--- config.mk ---
export PLATFORM = sky130hd
export DESIGN_NAME = multi_encoding_char_splitter
export DESIGN_NICKNAME = d
export VERILOG_FILES = /design/src/hdl/mecs_pkg.sv /design/src/hdl/mecs_front.sv /design/src/hdl/mecs_queue.sv /design/src/hdl/mecs_back.sv /design/src/hdl/multi_encoding_char_splitter.sv
export VERILOG_INCLUDE_DIRS = /design/src /design/src/hdl
export SDC_FILE = /design/constraint.sdc
export NUM_CORES = 1
export LEC_CHECK = 0
export BUFFER_PORTS_ARGS = -buffer_cell sky130_fd_sc_hd__clkbuf_2
export CAP_MARGIN = 10
export CORE_AREA = 3 3 168 170
export DETAILED_ROUTE_END_ITERATION = 8
export DIE_AREA = 0 0 171 173
export GPL_TIMING_DRIVEN = 1
export PLACE_DENSITY = 0.55
export SYNTH_ARGS = -nofsm -noshare
export SYNTH_HDL_FRONTEND = slang
export SYNTH_SLANG_ARGS = --single-unit
--- constraint.sdc ---
create_clock -name i_clk -period 6.1 [get_ports i_clk]
set_input_delay 0.61 -clock i_clk [delete_from_list [all_inputs] [get_ports i_clk]]
set_output_delay 0.61 -clock i_clk [all_outputs]
set_load 0.03 [all_outputs]
--- src/hdl/multi_encoding_char_splitter_defines.svh ---
// Assertion macros shared by the character splitter RTL.
// Depends on a clock named i_clk and an active-low reset named i_rst_n in the using module.
`ifndef MULTI_ENCODING_CHAR_SPLITTER_DEFINES_SVH
`define MULTI_ENCODING_CHAR_SPLITTER_DEFINES_SVH

`ifndef NO_ASSERTIONS

// Same-cycle implication, checked out of reset.
`define MECS_ASSERT_NOW(lbl, ante, cons) \
    lbl: assert property (@(posedge i_clk) disable iff (!i_rst_n) (ante) |-> (cons)) \
        else $error("assertion failed");

// Next-cycle implication, checked out of reset.
`define MECS_ASSERT_NEXT(lbl, ante, cons) \
    lbl: assert property (@(posedge i_clk) disable iff (!i_rst_n) (ante) |=> (cons)) \
        else $error("assertion failed");

`else

`define MECS_ASSERT_NOW(lbl, ante, cons)
`define MECS_ASSERT_NEXT(lbl, ante, cons)

`endif

`endif

--- src/hdl/mecs_pkg.sv ---
// Shared types and constants for the character splitter.
// No dependencies; imported by every module of the block.
`timescale 1ns / 1ps

package mecs_pkg;

    typedef enum logic [2:0] {
        ENC_ANSI    = 3'd0,
        ENC_UCS2LE  = 3'd1,
        ENC_UCS2BE  = 3'd2,
        ENC_UTF32LE = 3'd3,
        ENC_UTF32BE = 3'd4,
        ENC_UTF8    = 3'd5,
        ENC_UTF16LE = 3'd6,
        ENC_UTF16BE = 3'd7
    } t_encoding;

    // High byte range of a UTF-16 high surrogate (0xD800..0xDBFF).
    localparam logic [7:0] SURR_HI_MIN = 8'hD8;
    localparam logic [7:0] SURR_HI_MAX = 8'hDB;

    localparam int Q_DEPTH = 4;
    localparam int Q_AW    = $clog2(Q_DEPTH);
    localparam int Q_CW    = $clog2(Q_DEPTH + 1);

    typedef struct packed {
        logic [31:0] gathered;
        logic [2:0]  nbytes;
        logic        bad;
        t_encoding   enc;
    } t_char_entry;

    typedef struct packed {
        logic        valid;
        t_char_entry entry;
    } t_q_push;

endpackage

--- src/hdl/mecs_front.sv ---
// Front end: accepts bytes, finds character boundaries and gathers raw bytes.
// Depends on mecs_pkg and the assertion macros header.
`timescale 1ns / 1ps
`include "multi_encoding_char_splitter_defines.svh"

module mecs_front
    import mecs_pkg::*;
(
    input  logic        i_clk,
    input  logic        i_rst_n,
    input  logic        i_cfg_we,
    input  t_encoding   i_encoding,
    input  logic        i_accept,
    input  logic [7:0]  i_data_byte,
    output t_q_push     o_push
);

    logic [31:0] r_gath, n_gath;
    logic [2:0]  r_seen, n_seen;
    logic [2:0]  r_exp,  n_exp;

    logic        start;
    logic [2:0]  lead_len;
    logic [2:0]  utf8_len;
    logic [31:0] gath_base;
    logic [31:0] gath_new;
    logic [2:0]  seen_base;
    logic [2:0]  seen_new;
    logic [2:0]  exp_base;
    logic [2:0]  exp_new;
    logic [7:0]  hi_byte;
    logic        surr;

    always_comb begin
        priority if (i_data_byte[7] == 1'b0) begin
            utf8_len = 3'd1;
        end else if (i_data_byte[7:5] == 3'b110) begin
            utf8_len = 3'd2;
        end else if (i_data_byte[7:4] == 4'b1110) begin
            utf8_len = 3'd3;
        end else if (i_data_byte[7:3] == 5'b11110) begin
            utf8_len = 3'd4;
        end else begin
            utf8_len = 3'd0;
        end
    end

    always_comb begin
        unique case (i_encoding)
            ENC_ANSI:                 lead_len = 3'd1;
            ENC_UCS2LE, ENC_UCS2BE:   lead_len = 3'd2;
            ENC_UTF32LE, ENC_UTF32BE: lead_len = 3'd4;
            ENC_UTF8:                 lead_len = utf8_len;
            default:                  lead_len = 3'd2;
        endcase
    end

    always_comb begin
        start     = (r_exp == 3'd0);
        gath_base = start ? 32'd0 : r_gath;
        seen_base = start ? 3'd0 : r_seen;
        exp_base  = start ? lead_len : r_exp;
        gath_new  = gath_base | ({24'd0, i_data_byte} << {seen_base[1:0], 3'b000});
        seen_new  = seen_base + 3'd1;

        // Surrogate test on the first UTF-16 unit: high byte depends on byte order.
        hi_byte = (i_encoding == ENC_UTF16LE) ? gath_new[15:8] : gath_new[7:0];
        surr    = (hi_byte >= SURR_HI_MIN) && (hi_byte <= SURR_HI_MAX)
                  && ((i_encoding == ENC_UTF16LE) || (i_encoding == ENC_UTF16BE));
        exp_new = (seen_new == 3'd2 && exp_base == 3'd2 && surr) ? 3'd4 : exp_base;

        n_gath = r_gath;
        n_seen = r_seen;
        n_exp  = r_exp;
        o_push = '0;

        if (i_accept) begin
            if (start && lead_len == 3'd0) begin
                // Drop an invalid lead byte; report it and stay idle.
                o_push.valid        = 1'b1;
                o_push.entry.nbytes = 3'd1;
                o_push.entry.bad    = 1'b1;
                o_push.entry.enc    = i_encoding;
            end else if (seen_new >= exp_new) begin
                o_push.valid          = 1'b1;
                o_push.entry.gathered = gath_new;
                o_push.entry.nbytes   = exp_new;
                o_push.entry.enc      = i_encoding;
                n_gath = 32'd0;
                n_seen = 3'd0;
                n_exp  = 3'd0;
            end else begin
                n_gath = gath_new;
                n_seen = seen_new;
                n_exp  = exp_new;
            end
        end

        if (i_cfg_we) begin
            n_gath = 32'd0;
            n_seen = 3'd0;
            n_exp  = 3'd0;
        end
    end

    always_ff @(posedge i_clk) begin
        if (!i_rst_n) begin
            r_gath <= 32'd0;
            r_seen <= 3'd0;
            r_exp  <= 3'd0;
        end else begin
            r_gath <= n_gath;
            r_seen <= n_seen;
            r_exp  <= n_exp;
        end
    end

    `MECS_ASSERT_NOW(a_idle_no_seen, r_exp == 3'd0, r_seen == 3'd0)
    `MECS_ASSERT_NOW(a_seen_below_exp, r_exp != 3'd0, r_seen < r_exp && r_exp <= 3'd4)

endmodule

--- src/hdl/mecs_queue.sv ---
// Short queue that decouples the front end from the back end.
// Depends on mecs_pkg and the assertion macros header.
`timescale 1ns / 1ps
`include "multi_encoding_char_splitter_defines.svh"

module mecs_queue
    import mecs_pkg::*;
(
    input  logic        i_clk,
    input  logic        i_rst_n,
    input  t_q_push     i_push,
    input  logic        i_pop,
    output logic        o_full,
    output logic        o_valid,
    output t_char_entry o_entry
);

    t_char_entry r_mem [Q_DEPTH];
    logic [Q_AW-1:0] r_wptr, n_wptr;
    logic [Q_AW-1:0] r_rptr, n_rptr;
    logic [Q_CW-1:0] r_count, n_count;

    assign o_full  = (r_count == Q_CW'(Q_DEPTH));
    assign o_valid = (r_count != '0);
    assign o_entry = r_mem[r_rptr];

    always_comb begin
        n_wptr  = i_push.valid ? r_wptr + 1'b1 : r_wptr;
        n_rptr  = i_pop ? r_rptr + 1'b1 : r_rptr;
        n_count = r_count + Q_CW'(i_push.valid) - Q_CW'(i_pop);
    end

    always_ff @(posedge i_clk) begin
        if (i_push.valid) begin
            r_mem[r_wptr] <= i_push.entry;
        end
    end

    always_ff @(posedge i_clk) begin
        if (!i_rst_n) begin
            r_wptr  <= '0;
            r_rptr  <= '0;
            r_count <= '0;
        end else begin
            r_wptr  <= n_wptr;
            r_rptr  <= n_rptr;
            r_count <= n_count;
        end
    end

    `MECS_ASSERT_NOW(a_no_overflow, i_push.valid, !o_full)
    `MECS_ASSERT_NOW(a_no_underflow, i_pop, o_valid)
    `MECS_ASSERT_NOW(a_count_range, 1'b1, r_count <= Q_CW'(Q_DEPTH))

endmodule

--- src/hdl/mecs_back.sv ---
// Back end: packs gathered bytes per encoding into the output register.
// Depends on mecs_pkg.
`timescale 1ns / 1ps

module mecs_back
    import mecs_pkg::*;
(
    input  logic        i_clk,
    input  logic        i_rst_n,
    input  logic        i_q_valid,
    input  t_char_entry i_q_entry,
    output logic        o_q_pop,
    input  logic        i_out_stall,
    output logic        o_out_valid,
    output logic [31:0] o_char_value,
    output logic [2:0]  o_char_bytes,
    output logic        o_bad_lead
);

    logic        r_out_valid;
    logic [31:0] r_char_value, n_char_value;
    logic [2:0]  r_char_bytes;
    logic        r_bad_lead;
    logic [31:0] g;
    logic [31:0] sw16;
    logic [31:0] sw32;
    logic [2:0]  sh;

    assign o_q_pop = i_q_valid && (!r_out_valid || !i_out_stall);

    always_comb begin
        g    = i_q_entry.gathered;
        sw16 = {16'd0, g[7:0], g[15:8]};
        sw32 = {g[7:0], g[15:8], g[23:16], g[31:24]};
        sh   = 3'd4 - i_q_entry.nbytes;
        unique case (i_q_entry.enc)
            ENC_ANSI:    n_char_value = {24'd0, g[7:0]};
            ENC_UCS2LE:  n_char_value = {16'd0, g[15:0]};
            ENC_UCS2BE:  n_char_value = sw16;
            ENC_UTF32LE: n_char_value = g;
            ENC_UTF32BE: n_char_value = sw32;
            ENC_UTF8:    n_char_value = g << {sh[1:0], 3'b000};
            ENC_UTF16LE: n_char_value = (i_q_entry.nbytes == 3'd2) ? {16'd0, g[15:0]} : g;
            ENC_UTF16BE: n_char_value = (i_q_entry.nbytes == 3'd2) ? sw16 : sw32;
            default:     n_char_value = g;
        endcase
    end

    always_ff @(posedge i_clk) begin
        if (!i_rst_n) begin
            r_out_valid <= 1'b0;
        end else if (o_q_pop) begin
            r_out_valid <= 1'b1;
        end else if (!i_out_stall) begin
            r_out_valid <= 1'b0;
        end
    end

    always_ff @(posedge i_clk) begin
        if (o_q_pop) begin
            r_char_value <= n_char_value;
            r_char_bytes <= i_q_entry.nbytes;
            r_bad_lead   <= i_q_entry.bad;
        end
    end

    assign o_out_valid  = r_out_valid;
    assign o_char_value = r_char_value;
    assign o_char_bytes = r_char_bytes;
    assign o_bad_lead   = r_bad_lead;

endmodule

--- src/hdl/multi_encoding_char_splitter.sv ---
// Top level of the multi-encoding character splitter.
// Depends on mecs_pkg, mecs_front, mecs_queue, mecs_back and the assertion macros header.
//
//   channel  | handshake                    | payload
//   ---------+------------------------------+------------------------------------
//   input    | i_in_valid / o_in_stall      | i_data_byte[7:0]
//   output   | o_out_valid / i_out_stall    | o_char_value, o_char_bytes, o_bad_lead
//   config   | i_cfg_we                     | i_cfg_data[2:0] (encoding)
//
// Flow: one byte transfer per cycle sustained while the queue has room; a character's result
//   is written into the queue when its last byte transfers and moves into the output
//   register from there when that register is empty or its result is being taken.
// Reset: synchronous, active low; encoding returns to ANSI, no character in progress.
// Stalls: the input stalls only while the four-entry queue between front and back
//   is full; an output stall holds the result and lets the queue fill behind it.
`timescale 1ns / 1ps
`include "multi_encoding_char_splitter_defines.svh"

module multi_encoding_char_splitter
    import mecs_pkg::*;
(
    input  logic        i_clk,
    input  logic        i_rst_n,
    input  logic        i_cfg_we,
    input  logic [2:0]  i_cfg_data,
    input  logic        i_in_valid,
    output logic        o_in_stall,
    input  logic [7:0]  i_data_byte,
    output logic        o_out_valid,
    input  logic        i_out_stall,
    output logic [31:0] o_char_value,
    output logic [2:0]  o_char_bytes,
    output logic        o_bad_lead
);

    t_encoding   r_encoding;
    logic        in_accept;
    logic        q_full;
    logic        q_valid;
    logic        q_pop;
    t_char_entry q_entry;
    t_q_push     push;

    // Hold the encoding register; a write also abandons any partial character.
    always_ff @(posedge i_clk) begin
        if (!i_rst_n) begin
            r_encoding <= ENC_ANSI;
        end else if (i_cfg_we) begin
            r_encoding <= t_encoding'(i_cfg_data);
        end
    end

    // Stall input while the queue has no room; every byte may finish a character.
    assign o_in_stall = q_full;
    assign in_accept  = i_in_valid && !q_full;

    mecs_front u_front (
        .i_clk       (i_clk),
        .i_rst_n     (i_rst_n),
        .i_cfg_we    (i_cfg_we),
        .i_encoding  (r_encoding),
        .i_accept    (in_accept),
        .i_data_byte (i_data_byte),
        .o_push      (push)
    );

    mecs_queue u_queue (
        .i_clk   (i_clk),
        .i_rst_n (i_rst_n),
        .i_push  (push),
        .i_pop   (q_pop),
        .o_full  (q_full),
        .o_valid (q_valid),
        .o_entry (q_entry)
    );

    mecs_back u_back (
        .i_clk        (i_clk),
        .i_rst_n      (i_rst_n),
        .i_q_valid    (q_valid),
        .i_q_entry    (q_entry),
        .o_q_pop      (q_pop),
        .i_out_stall  (i_out_stall),
        .o_out_valid  (o_out_valid),
        .o_char_value (o_char_value),
        .o_char_bytes (o_char_bytes),
        .o_bad_lead   (o_bad_lead)
    );

    // A result leaves the queue only when the output register can take it.
    `MECS_ASSERT_NOW(a_pop_needs_room, q_pop, q_valid && (!o_out_valid || !i_out_stall))
    // A popped entry shows up as a valid result in the next cycle.
    `MECS_ASSERT_NEXT(a_pop_shows, q_pop, o_out_valid)

endmodule

==> out/results.ini <==
[run_status]
outcome=finished, final reports clean

[floorplanning]
ioPinCount=54
fp.dieW_um=171
start_util_pct=39.7
dieArea_um2=29600
coreArea_um2=26900
fp.dieH_um=173
core.rowCount=60

[sta]
fmax_ghz=0.204
finClkSkew_ns=0.0127
min_period_ns=4.90
tns_ns=0
fin_crit_sh_pct=80.3
finalMaxSlewViolations=0
rsz0062_at_grt=no
slew_headroom_pct=18.5
setup_viol=0
worst_pin_slew_ns=1.22
hold_viol=0
timing.hold.ws_ns=0.374

[synth]
synth.most_common_cell=edfxtp_1
syn_area_per_cell_um2=14.1
ys.flop_type=edfxtp_1
ys_top_cells_by_area=edfxtp_1, dfxtp_1, mux4_2
async_flop_share_pct=0
synth.yosys.seq_area_share_pct=63.6
synth_area_um2=10700
synth_area_leader_cell=edfxtp_1
synth_top_area_share_pct=54.0
synthesis.nets=784
synth_edf_count=192
synthCells=755
synth_common_cells=edfxtp_1, nor2_1, a21oi_1, dfxtp_1, nand2_1
synth-seq-cells=243
yosys_warnings=0
synth.distinct_cells=70

[hold_path]
hold_start=i_cfg_data[2]
hold_end=r_encoding[2]$_SDFFE_PN0P_
hold_path_depth=3
worstHoldPathType=input port to flip-flop

[power_and_ir_drop]
pwr-share-comb_pct=34.9
seq_power_share_pct=38.7
ir_worst_vdd_uv=180
power_per_cell_area_nw_per_um2=477
p_int_w=0.00378
clock_power_share_pct=26.4
power_leakage_nw=4.21
netSwitchingFraction_pct=34.0
p_sw_w=0.00195

[cts]
cts_max_level=1
hold_buffers=0
cts_resized=0
cts_tree=yes
clkTransAtPathRegs_ns=0.06
clock_path_buffers=3
cts_buffers=26
post_cts_buffers=0
insertion_delay_ns=0.52
root_buffer=clkbuf_16
numClockSinks=243

[routing]
routed_wl_um=23400
firstDrtPassIters=6
wl_per_cell_um=20.3
drc=0
ant_nets=0
avgViaCountPerCell=5.60
num_vias=6463
drt_iter0_drc=489

[final_layout]
fillers=2377
drive_above_1_share_pct=20.3
area_delta_synth_final_pct=12.6
nNetsFinal=823
n_antenna_cell=0

[setup_path]
cp-end-kind=flip-flop
cp-start-kind=flip-flop
slowest_stage=and2_2
cp.arrival_ns=5.03
r2r-start=u_front.r_exp[0]$_SDFFE_PP0P_
max_stage_delay_ns=0.95
reg2reg_to=u_queue.r_mem[3][11]$_DFFE_PP_
r2r_slack_ns=1.20
reg2reg_depth=12
crit_fanout=39
crit_type=flip-flop to flip-flop
path_cells=or3_1 -> and2_1 -> ha_1 -> xnor2_1 -> nor4_1 -> and3b_1 -> or2_2 -> ha_1 -> a21o_1 -> a21oi_1 -> a21oi_1 -> and2_2
crit_required_ns=6.23

[place]
dp.final_hpwl_um=15500
io_buffers=53
globalplace.congestion=0.818

[global_route]
grt_pass1_wl_um=36200
first_global_vias=6359
overflow=0
antenna_found_initial=0
grt_max_degree=40
grt_usage_pct=15.4

[flow_run]
cap_viol_max_count=0

[flip-flops by register name, indices dropped and copies added, names as in the netlist, 3 cells and up, named ones only]
signal               cells
u_front.r_gath          32
u_front.r_seen           3
u_front.r_exp            3
u_back.o_char_bytes      3
u_queue.r_mem          156
r_encoding               3
u_queue.r_count          3
u_back.o_char_value     32
[metal layers]
metal	wire length [um]	up-vias	share of wire, %	global-route usage, %
li1	-	2983	-	-
met1	10900	3228	46	22.3
met3	1230	38	5.3	2.56
met2	10800	214	46	24.1
met4	552	0	2.4	4.56
met5	0	-	0	0
[metrics by stage]
stage	power, W	setup WS, ns	instance area, um^2	instances	util, %
after detailed placement	0.00425	1.23	11200	1106	41.6
after CTS	0.00578	1.19	12000	1154	44.7
after floorplan	0.00380	1.57	10700	755	-
final	0.00573	1.20	12000	1155	44.7
after global routing	0.00604	0.803	12000	1155	44.7
after global placement	0.00418	1.33	11200	1106	41.6
[cell usage in the layout (no fill, tap or decap), types with 10 or more instances in the layout]
master,Yosys,final
edfxtp_1,192,192
nor2_1,65,65
a21oi_1,56,55
clkbuf_2,1,53
dfxtp_1,51,50
nand2_1,47,47
mux4_2,38,38
clkbuf_16,0,27
inv_1,21,21
nor2b_1,20,20
a22oi_1,18,18
mux2i_1,16,16
and2_1,18,14
a221o_1,13,13
ha_1,12,12
a222oi_1,10,10
[how the worst max path moves through the flow]
stage | slack [ns] | from | end
2_1_floorplan | 1.57 | u_front.r_exp[1]$_SDFFE_PP0P_ | u_queue.r_mem[0][0]$_DFFE_PP_
3_3_place_gp | 1.33 | u_front.r_exp[0]$_SDFFE_PP0P_ | u_queue.r_mem[3][38]$_DFFE_PP_
3_5_place_dp | 1.23 | u_front.r_exp[0]$_SDFFE_PP0P_ | u_queue.r_mem[3][30]$_DFFE_PP_
4_1_cts | 1.19 | u_front.r_exp[0]$_SDFFE_PP0P_ | u_queue.r_mem[3][32]$_DFFE_PP_
5_1_grt | 0.80 | u_front.r_exp[0]$_SDFFE_PP0P_ | u_queue.r_mem[2][11]$_DFFE_PP_
6_report | 1.20 | u_front.r_exp[0]$_SDFFE_PP0P_ | u_queue.r_mem[3][11]$_DFFE_PP_
[worst max-delay path: cells and delay by family, from the launching register on]
kind,cells,cell delay (ns)
and+or+nand+nor,6,2.49
AOI/OAI and AO/OA,3,0.82
adders and majority gates,2,0.50
DFF,1,0.39
xor gates and xnor gates,1,0.28
[final cells by class]
type                       count  area, um^2  area share [%]
inverter                      21        78.8           0.655
tap                          341         427            3.55
multi-input combinational    439        3560            29.6
timing repair buffer          63         348            2.89
clock buffer                  36         719            5.98
clock inverter                12         110           0.916
sequential                   243        6790            56.4
[power by group through the flow]
stage	Sequential (W)	Combinational, W	Clock (W)
floorplan	0.00249	0.00131	0
global placement	0.00225	0.00193	0
detailed placement	0.00226	0.00199	0
CTS	0.00223	0.00199	0.00156
global route	0.00224	0.00218	0.00162
finish	0.00222	0.00200	0.00151
[cell families after synthesis]
group / synth area share, %
AO/OA/AOI/OAI: 10.1
adder cells (fa/ha/maj): 1.59
multiplexers: 11.1
XOR/XNOR: 0.492
buffers and inverters: 3.28
AND/OR/NAND/NOR: 9.86
flip-flops: 63.6
Note: power is estimated with default switching activity, not from simulation.
